--- src/hw/rtl/qmm_pkg.sv ---
package qmm_pkg;

	localparam int DEM_W      = 16;
	localparam int PULSE_W    = 13;
	localparam int CFG_W      = 12;
	localparam int GAIN_W     = 10;
	localparam int CFG_IDX_W  = 2;
	localparam int ACT_W      = 2;
	localparam int OFF_W      = 12;
	localparam int PROD_W     = DEM_W + GAIN_W;
	localparam int THR_PROD_W = 30;
	localparam int MOTORS     = 4;

	localparam logic [CFG_IDX_W-1:0] CFG_MIN_PULSE = 2'd0;
	localparam logic [CFG_IDX_W-1:0] CFG_MAX_PULSE = 2'd1;
	localparam logic [CFG_IDX_W-1:0] CFG_RP_GAIN   = 2'd2;
	localparam logic [CFG_IDX_W-1:0] CFG_YAW_GAIN  = 2'd3;

	localparam logic [CFG_W-1:0]  MIN_PULSE_RST = 12'd1000;
	localparam logic [CFG_W-1:0]  MAX_PULSE_RST = 12'd2000;
	localparam logic [GAIN_W-1:0] RP_GAIN_RST   = 10'd100;
	localparam logic [GAIN_W-1:0] YAW_GAIN_RST  = 10'd50;

	localparam logic [ACT_W-1:0] ACT_HOLD = 2'd0;
	localparam logic [ACT_W-1:0] ACT_CUT  = 2'd1;
	localparam logic [ACT_W-1:0] ACT_MIX  = 2'd2;

	localparam logic [DEM_W-1:0] DEMAND_FULL = 16'd25600;

	// floor(u/100) for u below 2**22, exact reciprocal
	localparam logic [22:0] DIV100_MUL    = 23'd5368710;
	localparam logic [21:0] DIV100_BIAS   = 22'd1638400;
	localparam logic [16:0] DIV100_BIAS_Q = 17'd16384;

	// floor(a/3) for a below 2**14
	localparam logic [14:0] DIV3_MUL = 15'd21846;

	// bit m set: axis enters motor m negated (fl, fr, bl, br)
	localparam logic [MOTORS-1:0] ROLL_NEG  = 4'b1010;
	localparam logic [MOTORS-1:0] PITCH_NEG = 4'b0011;
	localparam logic [MOTORS-1:0] YAW_NEG   = 4'b0110;

	typedef struct packed {
		logic [ACT_W-1:0] act;
		logic             thr;
		logic [1:0]       naxes;
	} ctl_t;

	function automatic logic [15:0] div100_f(input logic [21:0] u);
		logic [44:0] prod;
		prod = 45'(u) * 45'(DIV100_MUL);
		return prod[44:29];
	endfunction

endpackage

--- src/hw/rtl/qmm_if.sv ---
interface qmm_demand_if;
	import qmm_pkg::*;
	logic             valid;
	logic             ready;
	logic [DEM_W-1:0] throttle_demand;
	logic [DEM_W-1:0] roll_demand;
	logic [DEM_W-1:0] pitch_demand;
	logic [DEM_W-1:0] yaw_demand;

	modport source (
		output valid, throttle_demand, roll_demand, pitch_demand, yaw_demand,
		input  ready
	);
	modport sink (
		input  valid, throttle_demand, roll_demand, pitch_demand, yaw_demand,
		output ready
	);
endinterface

interface qmm_result_if;
	import qmm_pkg::*;
	logic                      valid;
	logic                      ready;
	logic [ACT_W-1:0]          action;
	logic signed [PULSE_W-1:0] front_left_pulse;
	logic signed [PULSE_W-1:0] front_right_pulse;
	logic signed [PULSE_W-1:0] back_left_pulse;
	logic signed [PULSE_W-1:0] back_right_pulse;

	modport source (
		output valid, action, front_left_pulse, front_right_pulse,
		       back_left_pulse, back_right_pulse,
		input  ready
	);
	modport sink (
		input  valid, action, front_left_pulse, front_right_pulse,
		       back_left_pulse, back_right_pulse,
		output ready
	);
endinterface

--- src/hw/rtl/qmm_prod.sv ---
module qmm_prod (
	input  logic                              clk,
	input  logic                              en,
	input  logic [qmm_pkg::DEM_W-1:0]         thr_d_s1,
	input  logic [qmm_pkg::DEM_W-1:0]         roll_d_s1,
	input  logic [qmm_pkg::DEM_W-1:0]         pitch_d_s1,
	input  logic [qmm_pkg::DEM_W-1:0]         yaw_d_s1,
	input  logic [qmm_pkg::CFG_W-1:0]         min_pulse,
	input  logic [qmm_pkg::CFG_W-1:0]         max_pulse,
	input  logic [qmm_pkg::GAIN_W-1:0]        rp_gain,
	input  logic [qmm_pkg::GAIN_W-1:0]        yaw_gain,
	output qmm_pkg::ctl_t                     ctl_s2,
	output logic [qmm_pkg::PROD_W-1:0]        roll_p_s2,
	output logic [qmm_pkg::PROD_W-1:0]        pitch_p_s2,
	output logic [qmm_pkg::PROD_W-1:0]        yaw_p_s2,
	output logic signed [qmm_pkg::THR_PROD_W-1:0] thr_p_s2
);
	import qmm_pkg::*;

	ctl_t                         ctl;
	logic                         bad;
	logic                         roll_nz, pitch_nz, yaw_nz;
	logic signed [CFG_W:0]        span;
	logic signed [DEM_W:0]        t_sx;
	logic signed [THR_PROD_W-1:0] thr_p;
	logic [PROD_W-1:0]            roll_p, pitch_p, yaw_p;

	always_comb begin
		bad = (thr_d_s1 > DEMAND_FULL) || (roll_d_s1 > DEMAND_FULL) ||
		      (pitch_d_s1 > DEMAND_FULL) || (yaw_d_s1 > DEMAND_FULL);
		roll_nz  = roll_d_s1 != '0;
		pitch_nz = pitch_d_s1 != '0;
		yaw_nz   = yaw_d_s1 != '0;
		ctl.thr   = thr_d_s1 != '0;
		ctl.naxes = {1'b0, roll_nz} + {1'b0, pitch_nz} + {1'b0, yaw_nz};
		if (bad || (!ctl.thr && ctl.naxes == 2'd3)) begin
			ctl.act = ACT_HOLD;
		end else if (!ctl.thr && ctl.naxes == 2'd0) begin
			ctl.act = ACT_CUT;
		end else begin
			ctl.act = ACT_MIX;
		end

		span    = $signed({1'b0, max_pulse}) - $signed({1'b0, min_pulse});
		t_sx    = $signed({1'b0, thr_d_s1});
		thr_p   = THR_PROD_W'(t_sx) * THR_PROD_W'(span);
		roll_p  = PROD_W'(roll_d_s1) * PROD_W'(rp_gain);
		pitch_p = PROD_W'(pitch_d_s1) * PROD_W'(rp_gain);
		yaw_p   = PROD_W'(yaw_d_s1) * PROD_W'(yaw_gain);
	end

	always_ff @(posedge clk) begin
		if (en) begin
			ctl_s2     <= ctl;
			roll_p_s2  <= roll_p;
			pitch_p_s2 <= pitch_p;
			yaw_p_s2   <= yaw_p;
			thr_p_s2   <= thr_p;
		end
	end

endmodule

--- src/hw/rtl/qmm_scale.sv ---
module qmm_scale (
	input  logic                                  clk,
	input  logic                                  en,
	input  qmm_pkg::ctl_t                         ctl_s2,
	input  logic [qmm_pkg::PROD_W-1:0]            roll_p_s2,
	input  logic [qmm_pkg::PROD_W-1:0]            pitch_p_s2,
	input  logic [qmm_pkg::PROD_W-1:0]            yaw_p_s2,
	input  logic signed [qmm_pkg::THR_PROD_W-1:0] thr_p_s2,
	input  logic [qmm_pkg::CFG_W-1:0]             min_pulse,
	output qmm_pkg::ctl_t                         ctl_s3,
	output logic [qmm_pkg::OFF_W-1:0]             roll_off_s3,
	output logic [qmm_pkg::OFF_W-1:0]             pitch_off_s3,
	output logic [qmm_pkg::OFF_W-1:0]             yaw_off_s3,
	output logic [qmm_pkg::CFG_W-1:0]             thr_s3
);
	import qmm_pkg::*;

	logic [21:0]        tu;
	logic [15:0]        tq;
	logic signed [16:0] tfl;
	logic signed [17:0] tsum;
	logic [CFG_W-1:0]   thr;
	logic [15:0]        roll_q, pitch_q, yaw_q;

	always_comb begin
		// floor of a signed value by 25600: arithmetic shift, then biased floor by 100
		tu   = thr_p_s2[THR_PROD_W-1:8] + DIV100_BIAS;
		tq   = div100_f(tu);
		tfl  = $signed({1'b0, tq}) - $signed(DIV100_BIAS_Q);
		tsum = 18'(tfl) + $signed({6'b0, min_pulse});
		if (tsum < 0) begin
			thr = '0;
		end else if (tsum > 18'sd4095) begin
			thr = '1;
		end else begin
			thr = tsum[CFG_W-1:0];
		end
		roll_q  = div100_f({4'b0, roll_p_s2[PROD_W-1:8]});
		pitch_q = div100_f({4'b0, pitch_p_s2[PROD_W-1:8]});
		yaw_q   = div100_f({4'b0, yaw_p_s2[PROD_W-1:8]});
	end

	always_ff @(posedge clk) begin
		if (en) begin
			ctl_s3       <= ctl_s2;
			roll_off_s3  <= roll_q[OFF_W-1:0];
			pitch_off_s3 <= pitch_q[OFF_W-1:0];
			yaw_off_s3   <= yaw_q[OFF_W-1:0];
			thr_s3       <= thr;
		end
	end

endmodule

--- src/hw/rtl/qmm_mix.sv ---
module qmm_mix (
	input  logic                             clk,
	input  logic                             arst_n,
	input  logic                             en,
	input  qmm_pkg::ctl_t                    ctl_s3,
	input  logic [qmm_pkg::OFF_W-1:0]        roll_off_s3,
	input  logic [qmm_pkg::OFF_W-1:0]        pitch_off_s3,
	input  logic [qmm_pkg::OFF_W-1:0]        yaw_off_s3,
	input  logic [qmm_pkg::CFG_W-1:0]        thr_s3,
	output logic [qmm_pkg::ACT_W-1:0]        action_q,
	output logic signed [qmm_pkg::PULSE_W-1:0] pulse_q [qmm_pkg::MOTORS]
);
	import qmm_pkg::*;

	logic [CFG_W-1:0]          base_q;
	logic [CFG_W-1:0]          base_new;
	logic signed [PULSE_W-1:0] mix [MOTORS];

	always_comb begin
		logic signed [14:0] r, p, y;
		logic signed [14:0] sum;
		logic [13:0]        mag;
		logic [28:0]        prod3;
		logic [12:0]        qmag;
		logic signed [14:0] qs;
		logic signed [16:0] tot;
		base_new = (ctl_s3.thr && (ctl_s3.naxes != 2'd0 || thr_s3 != '0)) ? thr_s3 : base_q;
		r = $signed({3'b0, roll_off_s3});
		p = $signed({3'b0, pitch_off_s3});
		y = $signed({3'b0, yaw_off_s3});
		for (int m = 0; m < MOTORS; m++) begin
			sum = (ROLL_NEG[m] ? -r : r) + (PITCH_NEG[m] ? -p : p) + (YAW_NEG[m] ? -y : y);
			mag = sum[14] ? 14'(-sum) : 14'(sum);
			prod3 = 29'(mag) * 29'(DIV3_MUL);
			case (ctl_s3.naxes)
				2'd1: qmag = mag[12:0];
				2'd2: qmag = mag[13:1];
				2'd3: qmag = prod3[28:16];
				default: qmag = '0;
			endcase
			qs  = sum[14] ? -$signed({2'b0, qmag}) : $signed({2'b0, qmag});
			tot = $signed({5'b0, base_new}) + 17'(qs);
			if (tot > 17'sd4095) begin
				mix[m] = 13'sd4095;
			end else if (tot < -17'sd4096) begin
				mix[m] = -13'sd4096;
			end else begin
				mix[m] = tot[PULSE_W-1:0];
			end
		end
	end

	always_ff @(posedge clk or negedge arst_n) begin
		if (!arst_n) begin
			action_q <= ACT_HOLD;
			base_q   <= '0;
			for (int m = 0; m < MOTORS; m++) pulse_q[m] <= '0;
		end else if (en) begin
			action_q <= ctl_s3.act;
			case (ctl_s3.act)
				ACT_MIX: begin
					base_q <= base_new;
					for (int m = 0; m < MOTORS; m++) pulse_q[m] <= mix[m];
				end
				ACT_CUT: begin
					for (int m = 0; m < MOTORS; m++) pulse_q[m] <= '0;
				end
				default: ;
			endcase
		end
	end

`ifndef SYNTH
	a_hold_keeps: assert property (@(posedge clk) disable iff (!arst_n)
		en && ctl_s3.act == ACT_HOLD |=> $stable(base_q) && $stable(pulse_q[0]) &&
		$stable(pulse_q[1]) && $stable(pulse_q[2]) && $stable(pulse_q[3]))
		else $error("hold beat changed motor state");
	a_cut_zero: assert property (@(posedge clk) disable iff (!arst_n)
		en && ctl_s3.act == ACT_CUT |=> $stable(base_q) && pulse_q[0] == '0 &&
		pulse_q[1] == '0 && pulse_q[2] == '0 && pulse_q[3] == '0)
		else $error("cut beat left pulses or touched base");
	a_idle_stable: assert property (@(posedge clk) disable iff (!arst_n)
		!en |=> $stable(action_q) && $stable(base_q) && $stable(pulse_q[0]))
		else $error("mixer state moved without a beat");
`endif

endmodule

--- src/hw/rtl/quad_motor_mixer_top.sv ---
// channel  | dir | beat contents
// demand   | in  | throttle_demand, roll_demand, pitch_demand, yaw_demand
// result   | out | action, front_left_pulse, front_right_pulse,
//          |     | back_left_pulse, back_right_pulse
// cfg      | in  | cfg_we, cfg_index, cfg_data (write only)
//
// one beat per clock sustained while result.ready holds
// stages: input register, gain products, divide by 25600, axis mix into state
// arst_n clears valids, motor state and the config registers to their defaults
// each stage fills independently, so demand stays ready while a result waits
// until all four stages hold a beat
module quad_motor_mixer_top (
	input  logic                             clk,
	input  logic                             arst_n,
	qmm_demand_if.sink                       demand,
	qmm_result_if.source                     result,
	input  logic                             cfg_we,
	input  logic [qmm_pkg::CFG_IDX_W-1:0]    cfg_index,
	input  logic [qmm_pkg::CFG_W-1:0]        cfg_data
);
	import qmm_pkg::*;

	logic [CFG_W-1:0]  min_pulse_q, max_pulse_q;
	logic [GAIN_W-1:0] rp_gain_q, yaw_gain_q;

	logic v1_q, v2_q, v3_q, ov_q;
	logic r_out, r3, r2, r1;
	logic en1, en2, en3, en4;

	logic [DEM_W-1:0] thr_d_s1, roll_d_s1, pitch_d_s1, yaw_d_s1;

	ctl_t                         ctl_s2, ctl_s3;
	logic [PROD_W-1:0]            roll_p_s2, pitch_p_s2, yaw_p_s2;
	logic signed [THR_PROD_W-1:0] thr_p_s2;
	logic [OFF_W-1:0]             roll_off_s3, pitch_off_s3, yaw_off_s3;
	logic [CFG_W-1:0]             thr_s3;
	logic [ACT_W-1:0]             action_q;
	logic signed [PULSE_W-1:0]    pulse_q [MOTORS];

	always_ff @(posedge clk or negedge arst_n) begin
		if (!arst_n) begin
			min_pulse_q <= MIN_PULSE_RST;
			max_pulse_q <= MAX_PULSE_RST;
			rp_gain_q   <= RP_GAIN_RST;
			yaw_gain_q  <= YAW_GAIN_RST;
		end else if (cfg_we) begin
			case (cfg_index)
				CFG_MIN_PULSE: min_pulse_q <= cfg_data;
				CFG_MAX_PULSE: max_pulse_q <= cfg_data;
				CFG_RP_GAIN:   rp_gain_q   <= cfg_data[GAIN_W-1:0];
				CFG_YAW_GAIN:  yaw_gain_q  <= cfg_data[GAIN_W-1:0];
				default: ;
			endcase
		end
	end

	assign r_out = !ov_q || result.ready;
	assign r3    = !v3_q || r_out;
	assign r2    = !v2_q || r3;
	assign r1    = !v1_q || r2;
	assign en1   = demand.valid && r1;
	assign en2   = v1_q && r2;
	assign en3   = v2_q && r3;
	assign en4   = v3_q && r_out;

	assign demand.ready = r1;

	always_ff @(posedge clk or negedge arst_n) begin
		if (!arst_n) begin
			v1_q <= 1'b0;
			v2_q <= 1'b0;
			v3_q <= 1'b0;
			ov_q <= 1'b0;
		end else begin
			v1_q <= en1 || (v1_q && !r2);
			v2_q <= en2 || (v2_q && !r3);
			v3_q <= en3 || (v3_q && !r_out);
			ov_q <= en4 || (ov_q && !result.ready);
		end
	end

	always_ff @(posedge clk) begin
		if (en1) begin
			thr_d_s1   <= demand.throttle_demand;
			roll_d_s1  <= demand.roll_demand;
			pitch_d_s1 <= demand.pitch_demand;
			yaw_d_s1   <= demand.yaw_demand;
		end
	end

	qmm_prod u_prod (
		.clk        (clk),
		.en         (en2),
		.thr_d_s1   (thr_d_s1),
		.roll_d_s1  (roll_d_s1),
		.pitch_d_s1 (pitch_d_s1),
		.yaw_d_s1   (yaw_d_s1),
		.min_pulse  (min_pulse_q),
		.max_pulse  (max_pulse_q),
		.rp_gain    (rp_gain_q),
		.yaw_gain   (yaw_gain_q),
		.ctl_s2     (ctl_s2),
		.roll_p_s2  (roll_p_s2),
		.pitch_p_s2 (pitch_p_s2),
		.yaw_p_s2   (yaw_p_s2),
		.thr_p_s2   (thr_p_s2)
	);

	qmm_scale u_scale (
		.clk          (clk),
		.en           (en3),
		.ctl_s2       (ctl_s2),
		.roll_p_s2    (roll_p_s2),
		.pitch_p_s2   (pitch_p_s2),
		.yaw_p_s2     (yaw_p_s2),
		.thr_p_s2     (thr_p_s2),
		.min_pulse    (min_pulse_q),
		.ctl_s3       (ctl_s3),
		.roll_off_s3  (roll_off_s3),
		.pitch_off_s3 (pitch_off_s3),
		.yaw_off_s3   (yaw_off_s3),
		.thr_s3       (thr_s3)
	);

	qmm_mix u_mix (
		.clk          (clk),
		.arst_n       (arst_n),
		.en           (en4),
		.ctl_s3       (ctl_s3),
		.roll_off_s3  (roll_off_s3),
		.pitch_off_s3 (pitch_off_s3),
		.yaw_off_s3   (yaw_off_s3),
		.thr_s3       (thr_s3),
		.action_q     (action_q),
		.pulse_q      (pulse_q)
	);

	assign result.valid             = ov_q;
	assign result.action            = action_q;
	assign result.front_left_pulse  = pulse_q[0];
	assign result.front_right_pulse = pulse_q[1];
	assign result.back_left_pulse   = pulse_q[2];
	assign result.back_right_pulse  = pulse_q[3];

endmodule
--- src/flat_wrapper.sv ---
// flat-port wrapper written by rule: the top's interface ports become plain ports
module quad_motor_mixer_top_flat import qmm_pkg::*;
  (clk, arst_n, cfg_we, cfg_index, cfg_data, demand_valid, demand_throttle_demand, demand_roll_demand, demand_pitch_demand, demand_yaw_demand, demand_ready, result_valid, result_action, result_front_left_pulse, result_front_right_pulse, result_back_left_pulse, result_back_right_pulse, result_ready);
  qmm_demand_if demand_i ();
  qmm_result_if result_i ();
  input  logic clk;
  input  logic arst_n;
  input  logic cfg_we;
  input  logic [qmm_pkg::CFG_IDX_W-1:0] cfg_index;
  input  logic [qmm_pkg::CFG_W-1:0] cfg_data;
  input wire logic [$bits(demand_i.valid)-1:0] demand_valid;
  input wire logic [$bits(demand_i.throttle_demand)-1:0] demand_throttle_demand;
  input wire logic [$bits(demand_i.roll_demand)-1:0] demand_roll_demand;
  input wire logic [$bits(demand_i.pitch_demand)-1:0] demand_pitch_demand;
  input wire logic [$bits(demand_i.yaw_demand)-1:0] demand_yaw_demand;
  output wire logic [$bits(demand_i.ready)-1:0] demand_ready;
  output wire logic [$bits(result_i.valid)-1:0] result_valid;
  output wire logic [$bits(result_i.action)-1:0] result_action;
  output wire logic [$bits(result_i.front_left_pulse)-1:0] result_front_left_pulse;
  output wire logic [$bits(result_i.front_right_pulse)-1:0] result_front_right_pulse;
  output wire logic [$bits(result_i.back_left_pulse)-1:0] result_back_left_pulse;
  output wire logic [$bits(result_i.back_right_pulse)-1:0] result_back_right_pulse;
  input wire logic [$bits(result_i.ready)-1:0] result_ready;
  assign demand_i.valid = demand_valid;
  assign demand_i.throttle_demand = demand_throttle_demand;
  assign demand_i.roll_demand = demand_roll_demand;
  assign demand_i.pitch_demand = demand_pitch_demand;
  assign demand_i.yaw_demand = demand_yaw_demand;
  assign demand_ready = demand_i.ready;
  assign result_valid = result_i.valid;
  assign result_action = result_i.action;
  assign result_front_left_pulse = result_i.front_left_pulse;
  assign result_front_right_pulse = result_i.front_right_pulse;
  assign result_back_left_pulse = result_i.back_left_pulse;
  assign result_back_right_pulse = result_i.back_right_pulse;
  assign result_i.ready = result_ready;
  quad_motor_mixer_top u_core (.clk(clk), .arst_n(arst_n), .demand(demand_i), .result(result_i), .cfg_we(cfg_we), .cfg_index(cfg_index), .cfg_data(cfg_data));
endmodule
--- config.mk ---
export PLATFORM = sky130hd
export DESIGN_NAME = quad_motor_mixer_top_flat
export DESIGN_NICKNAME = d
export VERILOG_FILES = /design/src/hw/rtl/qmm_pkg.sv /design/src/hw/rtl/qmm_if.sv /design/src/hw/rtl/qmm_prod.sv /design/src/hw/rtl/qmm_scale.sv /design/src/hw/rtl/qmm_mix.sv /design/src/hw/rtl/quad_motor_mixer_top.sv /design/src/flat_wrapper.sv
export SDC_FILE = /design/constraint.sdc
export NUM_CORES = 2
export LEC_CHECK = 0
export CORE_AREA = 2 2 349 523
export DETAILED_ROUTE_END_ITERATION = 8
export DIE_AREA = 0 0 351 525
export DONT_BUFFER_PORTS = 1
export GPL_TIMING_DRIVEN = 0
export MAX_ROUTING_LAYER = met4
export SLEW_MARGIN = 25
export SYNTH_ARGS = -nofsm -noshare
export SYNTH_HDL_FRONTEND = slang
export SYNTH_SLANG_ARGS = --single-unit
--- constraint.sdc ---
create_clock -name clk -period 17.25 [get_ports clk]
set_clock_uncertainty 0.05 [all_clocks]
set_input_delay 2.5875 -clock clk [delete_from_list [all_inputs] [get_ports clk]]
set_output_delay 2.5875 -clock clk [all_outputs]
set_load 0.005 [all_outputs]
Yosys cells after proc, flatten, opt, wreduce, memory -nomap -nowiden
Cells that the tools add are included.
W data, S select, Z words.
- bits in registers: 344
- latch bits: 0
- RAM bits: 0
- bits in read-only memories: 0
- input port bits: 83
- word-level logic and storage cells: 168
- memories: 0
- $add $sub $neg: 29
- $mul: 12
- div/mod/pow operators: 0
- $lt $le $gt $ge: 14
- eq/ne operators: 9
- shifts and indexed selects: 0
- muxes and demuxes: 24
- bitwise gates (word level): 0
- reduce and logical (&&, ||, !) cells: 48
- operators by type and width (cell ; count):
    $pmux W13 S3 ; 4
    $mul A18 B22 Y40 const B ; 3
    $mul A14 B14 Y28 const B ; 4
    $mux W13 ; 8
    $pmux W52 S2 ; 1
    $mul A16 B10 Y26 ; 3
    $add A13 B15 Y16 ; 4
    $gt A16 B13 Y1 const B ; 4
    $gt A16 B15 Y1 const B ; 4
    $lt A16 B13 Y1 const B ; 4
    $reduce_bool A16 Y1 ; 4
    $mux W15 ; 4
    $neg A13 Y15 ; 4
    $mux W14 ; 4
    $neg A14 Y14 ; 4
    $add A15 B13 Y15 ; 3
    $neg A12 Y15 ; 3
    $mul A22 B22 Y44 const B ; 1
    $add A15 B15 Y15 ; 2
    $mul A17 B13 Y30 ; 1
    $mux W12 ; 2
    $add A22 B21 Y22 const B ; 1
    $add A17 B13 Y18 ; 1
    $gt A18 B13 Y1 const B ; 1
    18 further kinds ; 62

Depth between registers and ports, before layout
- depth after elaboration: 14
- gate-level depth with buffers: 69
- gate-level depth less buffers: 66

Modules after synthesis
A second synthesis with hierarchy kept.
- cells, all modules: 9375
- area total of the unflattened synthesis: 88279.7 sq um
- by module, submodules not included (module ; times used ; cells an instance ; area an instance (sq um) ; seq. area each (sq um)):
    qmm_scale ; 1 ; 2835 ; 28974.0 ; 1591.5
    qmm_mix ; 1 ; 3548 ; 28966.5 ; 1651.6
    qmm_prod ; 1 ; 2817 ; 26560.5 ; 3393.3
    quad_motor_mixer_top ; 1 ; 175 ; 3778.6 ; 3145.5

Worst setup path before layout
Ideal clock, no wire load.
- path kind: register to register
- from: register u_core.u_scale.roll_off_s3[1] (netlist name)
- to: register u_core.u_mix.pulse_q[19] (netlist name)
- data arrival time: 12.699 ns
- data required time: 17.076 ns
- path slack: 4.377 ns
- stages on the path, launching flop included: 67
- clock period less this slack: 12.873 ns
- cell sequence: edfxtp_1 ha_1 a21o_1 a21oi_1 o21ai_0 a21oi_1 o21ai_0 a21oi_1 o21ai_0 a21oi_1 o21bai_1 a21oi_1 xnor2_1 ha_1 clkbuf_1 a21oi_1 nor2_1 or3_1 (+31 left out) ha_1 nor2b_1 o21ai_0 a21boi_0 o21ai_0 a21boi_0 o21ai_0 a21boi_0 o21ai_0 a21oi_1 o21ai_0 and2_1 mux2_2 nand4_1 a22oi_1 clkbuf_1 nor3_1 a211o_1
- word-level cells in the longest chain between the ends: 13
- RTL lines (what ; RTL line ; source):
    from (decl) ; qmm_scale.sv:11 ; output logic [qmm_pkg::OFF_W-1:0] roll_off_s3,
    from (signal assigned) ; qmm_scale.sv:46 ; roll_off_s3 <= roll_q[OFF_W-1:0];
    $add A12 B12 Y13 (*) ; qmm_mix.sv:32 ; sum = (ROLL_NEG[m] ? -r : r) + (PITCH_NEG[m] ? -p : p) + (YAW_NEG[m] ? -y : y);
    $add A14 B15 Y15 (*) ; qmm_mix.sv:32 ;
    $neg A14 Y14 ; qmm_mix.sv:33 ; mag = sum[14] ? 14'(-sum) : 14'(sum);
    $mux W14 ; qmm_mix.sv:33 ;
    $mul A14 B14 Y28 ; qmm_mix.sv:34 ; prod3 = 29'(mag) * 29'(DIV3_MUL);
    $pmux W13 S3 ; qmm_mix.sv:35 ; case (ctl_s3.naxes)
    $neg A13 Y15 ; qmm_mix.sv:41 ; qs = sum[14] ? -$signed({2'b0, qmag}) : $signed({2'b0, qmag});
    $mux W15 (*) ; qmm_mix.sv:41 ;
    $add A13 B15 Y16 (*) ; qmm_mix.sv:42 ; tot = $signed({5'b0, base_new}) + 17'(qs);
    $lt A16 B13 Y1 ; qmm_mix.sv:45 ; end else if (tot < -17'sd4096) begin
    $mux W13 ; qmm_mix.sv:45 ;
    $mux W13 (*) ; qmm_mix.sv:43 ; if (tot > 17'sd4095) begin
    $pmux W52 S2 (*) ; qmm_mix.sv:60 ; case (ctl_s3.act)
    to (decl) ; qmm_mix.sv:11 ; output logic signed [qmm_pkg::PULSE_W-1:0] pulse_q [qmm_pkg::MOTORS]
Mark *: on every way between the ends. The rest lies on a longest branch, timed or not.
A chain may end at the register's enable or synchronous reset.

Worst setup path after layout
- from: register u_core.u_scale.roll_off_s3[1] (netlist name)
- to: register u_core.u_mix.pulse_q[31] (netlist name)
- word-level cells in the longest chain between the ends: 14
- RTL lines (what ; RTL line):
    $neg A12 Y15 (*) ; qmm_mix.sv:32
    $add A15 B15 Y15 (*) (2 in series) ; qmm_mix.sv:32
    $neg A14 Y14 ; qmm_mix.sv:33
    $mux W14 ; qmm_mix.sv:33
    $mul A14 B14 Y28 ; qmm_mix.sv:34
    $pmux W13 S3 ; qmm_mix.sv:35
    $neg A13 Y15 ; qmm_mix.sv:41
    $mux W15 (*) ; qmm_mix.sv:41
    $add A13 B15 Y16 (*) ; qmm_mix.sv:42
    $lt A16 B13 Y1 ; qmm_mix.sv:45
    $mux W13 ; qmm_mix.sv:45
    $mux W13 (*) ; qmm_mix.sv:43
    $pmux W52 S2 (*) ; qmm_mix.sv:60
Marks and branches as above.

==> flow_metrics.py <==
metrics = {
    "outcome": {
        "run_status": "finished, final reports clean",
    },
    "synthesis": {
        "synthTopCellsByArea": "fa_1 (32%), ha_1 (23%), inv_1 (9.0%)",
        "yosys.cell_types.count": 108,
        "synth_area_mm2": 0.0823,
        "cell_type_with_the_largest_total_area_after_synthesis": "fa_1",
        "synthFlopType": "edfxtp_1",
        "synth_area_per_cell_um2": 9.59,
        "share_of_async_settable_or_async_resettable_flops_after_synthesis_pct": 36.5,
        "synth-edff-count": 198,
        "postSynthNetCount": 11499,
        "post-synth-top-count-cell": "inv_1",
        "synth-seq-cells": 312,
        "synth.yosys.warnings": 0,
        "netlist_instances": 8583,
        "post_synth_top_cells": "inv_1 (1971), ha_1 (1530), fa_1 (1303)",
        "synth_largest_type_area_fraction_pct": 31.7,
        "sequential_cell_area_fraction_in_the_yosys_report_pct": 10.7,
    },
    "clock_network": {
        "post_cts_hold_buffer_count": 0,
        "tritoncts_clock_tree": "done",
        "cts_root_buffer": "clkbuf_16",
        "clock_latency_ns": 0.64,
        "post_cts_resize_count": 0,
        "clk_sink_count": 312,
        "clk_transition_reported_paths_ns": 0.07,
        "ctsHtreeMaxLevel": 2,
        "post_cts.repair.setup_buffers": 0,
        "numCtsBuffers": 39,
        "cts-root-to-sink-buffers": 3,
    },
    "route": {
        "vias": 59078,
        "detail_route.vias_per_cell": 5.34,
        "dr.pass1.iters": 6,
        "routedWlPerCell_um": 20.0,
        "drt_wl_total_mm": 222,
        "drt_iter0_drc": 2693,
        "drt.antenna.violating_nets": 0,
        "drc": 0,
    },
    "placement": {
        "port-buffer-count": 0,
        "postPlaceCellArea_mm2": 0.0855,
        "final_wtd_congestion": 0.975,
        "place_ws_ns": 1.65,
        "place.detailed.hpwl_mm": 195,
    },
    "timing": {
        "tightest_slew_ns": 1.18,
        "final_min_period_over_clock_period_pct": 91.0,
        "timing.final.max_slew_violations": 0,
        "finalCriticalPeriod_ns": 15.70,
        "setup_viol_count_final": 0,
        "max_freq_ghz": 0.0637,
        "finalHoldViolCount": 0,
        "setup_total_negative_slack_ns": 0,
        "timing.slew.headroom_pct": 20.6,
        "final_setup_margin_ns": 1.55,
        "rsz0062_at_grt": "false",
    },
    "flow_run": {
        "cap_viol_max_count": 0,
    },
    "critical_path": {
        "crit_cells": 58,
        "crit_type": "reg2reg",
        "most_frequent_cp_cell": "inv_1",
        "max_stage_delay_ns": 0.81,
        "worst_setup_path_end_kind": "flop",
        "cp_max_fo": 10,
        "rr_worst_depth": 58,
        "worst-endpoint-required_ns": 17.68,
        "cp-start-kind": "flop",
        "critical-path-top-delay-family": "adder cells",
        "critical_path.slowest_cell": "xor2_1",
        "timing.critical_path.buf_inv": 11,
        "cp.arrival_ns": 16.13,
    },
    "floorplan": {
        "placementRows": 191,
        "floorplan.die.height_um": 525,
        "design.core.area_mm2": 0.180,
        "die_area_mm2": 0.184,
        "die-width_um": 351,
        "i_o_pin_total": 139,
        "start_util_pct": 45.7,
    },
    "hold_path": {
        "hold_path.class": "reg2reg",
        "worst_hold_path.num_cells": 0,
    },
    "finish": {
        "register_area_mm2": 0.00882,
        "fin_util_pct": 48.3,
        "drive_gt1_share_pct": 2.91,
        "layout-area-overhead-vs-synth_pct": 5.54,
        "nFillCells": 17113,
        "finalNetCount": 11543,
        "multi_input_comb_area_mm2": 0.0654,
        "post_layout_inst_area_mm2": 0.0868,
    },
    "global_route": {
        "grt_start_max_net_pins": 115,
        "number_of_antenna_violations_at_the_first_check_in_global_routing": 1,
        "gr-total-overflow": 0,
        "grt_first_pass_wirelength_mm": 353,
        "grt_pass1_vias": 64941,
        "grt.total_usage_pct": 25.4,
    },
}
==> worst reg2reg max path: cells and delay by family, from the launching register on <==
| family | cells | cell delay, ns |
|---|---|---|
| adders and majority gates | 12 | 4.81 |
| DFF | 1 | 0.52 |
| and+or+nand+nor | 15 | 3.21 |
| AOI/OAI and AO/OA | 15 | 3.45 |
| buffers and inverters | 11 | 1.33 |
| muxes | 2 | 0.34 |
| xor gates and xnor gates | 3 | 1.81 |
==> layout by cell type (no fill, tap or decap), drive strengths merged, types with 48 or more instances in the layout <==
cell    instances
a21o          124
a21oi         260
and2          309
clkbuf        237
dfrtp          96
edfxtp        198
fa           1303
ha           1530
inv          1981
mux2           64
nand2         598
nand2b         48
nand3          97
nor2          294
nor2b          59
nor3          120
o21a           65
o21ai         198
xnor2         234
xor2          119
==> kinds of logic after synthesis <==
kind of cell             after synthesis  share of synthesized area (%)
flip-flops                           312                           10.7
adder cells (fa/ha/maj)             2834                           55.0
multiplexers                          89                           1.18
AND/OR/NAND/NOR                     1780                           10.8
XOR/XNOR                             354                           3.80
buffers and inverters               2172                           9.93
AO/OA/AOI/OAI                       1042                           8.59
==> cell type report <==
class | count | area share [%]
Antenna cell | 1 | 0.00288
Buffer | 200 | 0.883
Clock buffer | 47 | 1.22
Clock inverter | 25 | 0.334
Inverter | 1972 | 8.52
Multi-Input combinational cell | 6099 | 75.3
Sequential cell | 312 | 10.2
Tap cell | 2412 | 3.47
Timing Repair Buffer | 3 | 0.0605
==> worst paths after layout <==
kind	startpoint	slack (ns)	to
max in group asynchronous	arst_n	15.20	u_core.min_pulse_q[3]
setup reg to reg	u_core.u_scale.roll_off_s3[1]	1.55	u_core.u_mix.pulse_q[31]
min in group asynchronous	arst_n	1.62	u_core.u_mix.pulse_q[40]
hold / removal	u_core.u_prod.ctl_s2[4]	0.37	u_core.u_scale.ctl_s3[4]
setup / recovery	u_core.u_scale.roll_off_s3[1]	1.55	u_core.u_mix.pulse_q[31]
hold reg to reg	u_core.u_prod.ctl_s2[4]	0.37	u_core.u_scale.ctl_s3[4]
==> through the flow <==
step	hold WS (ns)	instances
global placement	0.356	10995
detailed placement	0.355	10997
finish	0.368	11071
floorplan	0.350	8583
CTS	0.369	11069
global route	0.379	11071
==> per-layer routing <==
layer | track usage (%) | routed length [µm] | vias to the layer above
li1 | - | - | 27775
met1 | 27.6 | 84400 | 29499
met2 | 46.2 | 117000 | 1292
met3 | 1.85 | 7220 | 512
met4 | 12.3 | 13100 | 0
met5 | - | 0 | -
==> flip-flops by register name, indices dropped and copies added (netlist names), 2 cells and up <==
register,count
u_core.max_pulse_q,12
u_core.min_pulse_q,12
u_core.pitch_d_s1,16
u_core.roll_d_s1,16
u_core.rp_gain_q,10
u_core.thr_d_s1,16
u_core.u_mix.action_q,2
u_core.u_mix.base_q,12
u_core.u_mix.pulse_q,52
u_core.u_prod.ctl_s2,5
u_core.u_prod.pitch_p_s2,18
u_core.u_prod.roll_p_s2,18
u_core.u_prod.thr_p_s2,22
u_core.u_prod.yaw_p_s2,18
u_core.u_scale.ctl_s3,5
u_core.u_scale.pitch_off_s3,12
u_core.u_scale.roll_off_s3,12
u_core.u_scale.thr_s3,12
u_core.u_scale.yaw_off_s3,12
u_core.yaw_d_s1,16
u_core.yaw_gain_q,10
Power is left out: the tool's default activity adds up to more than one toggle a clock period on the data nets, which glitch-free logic cannot reach.
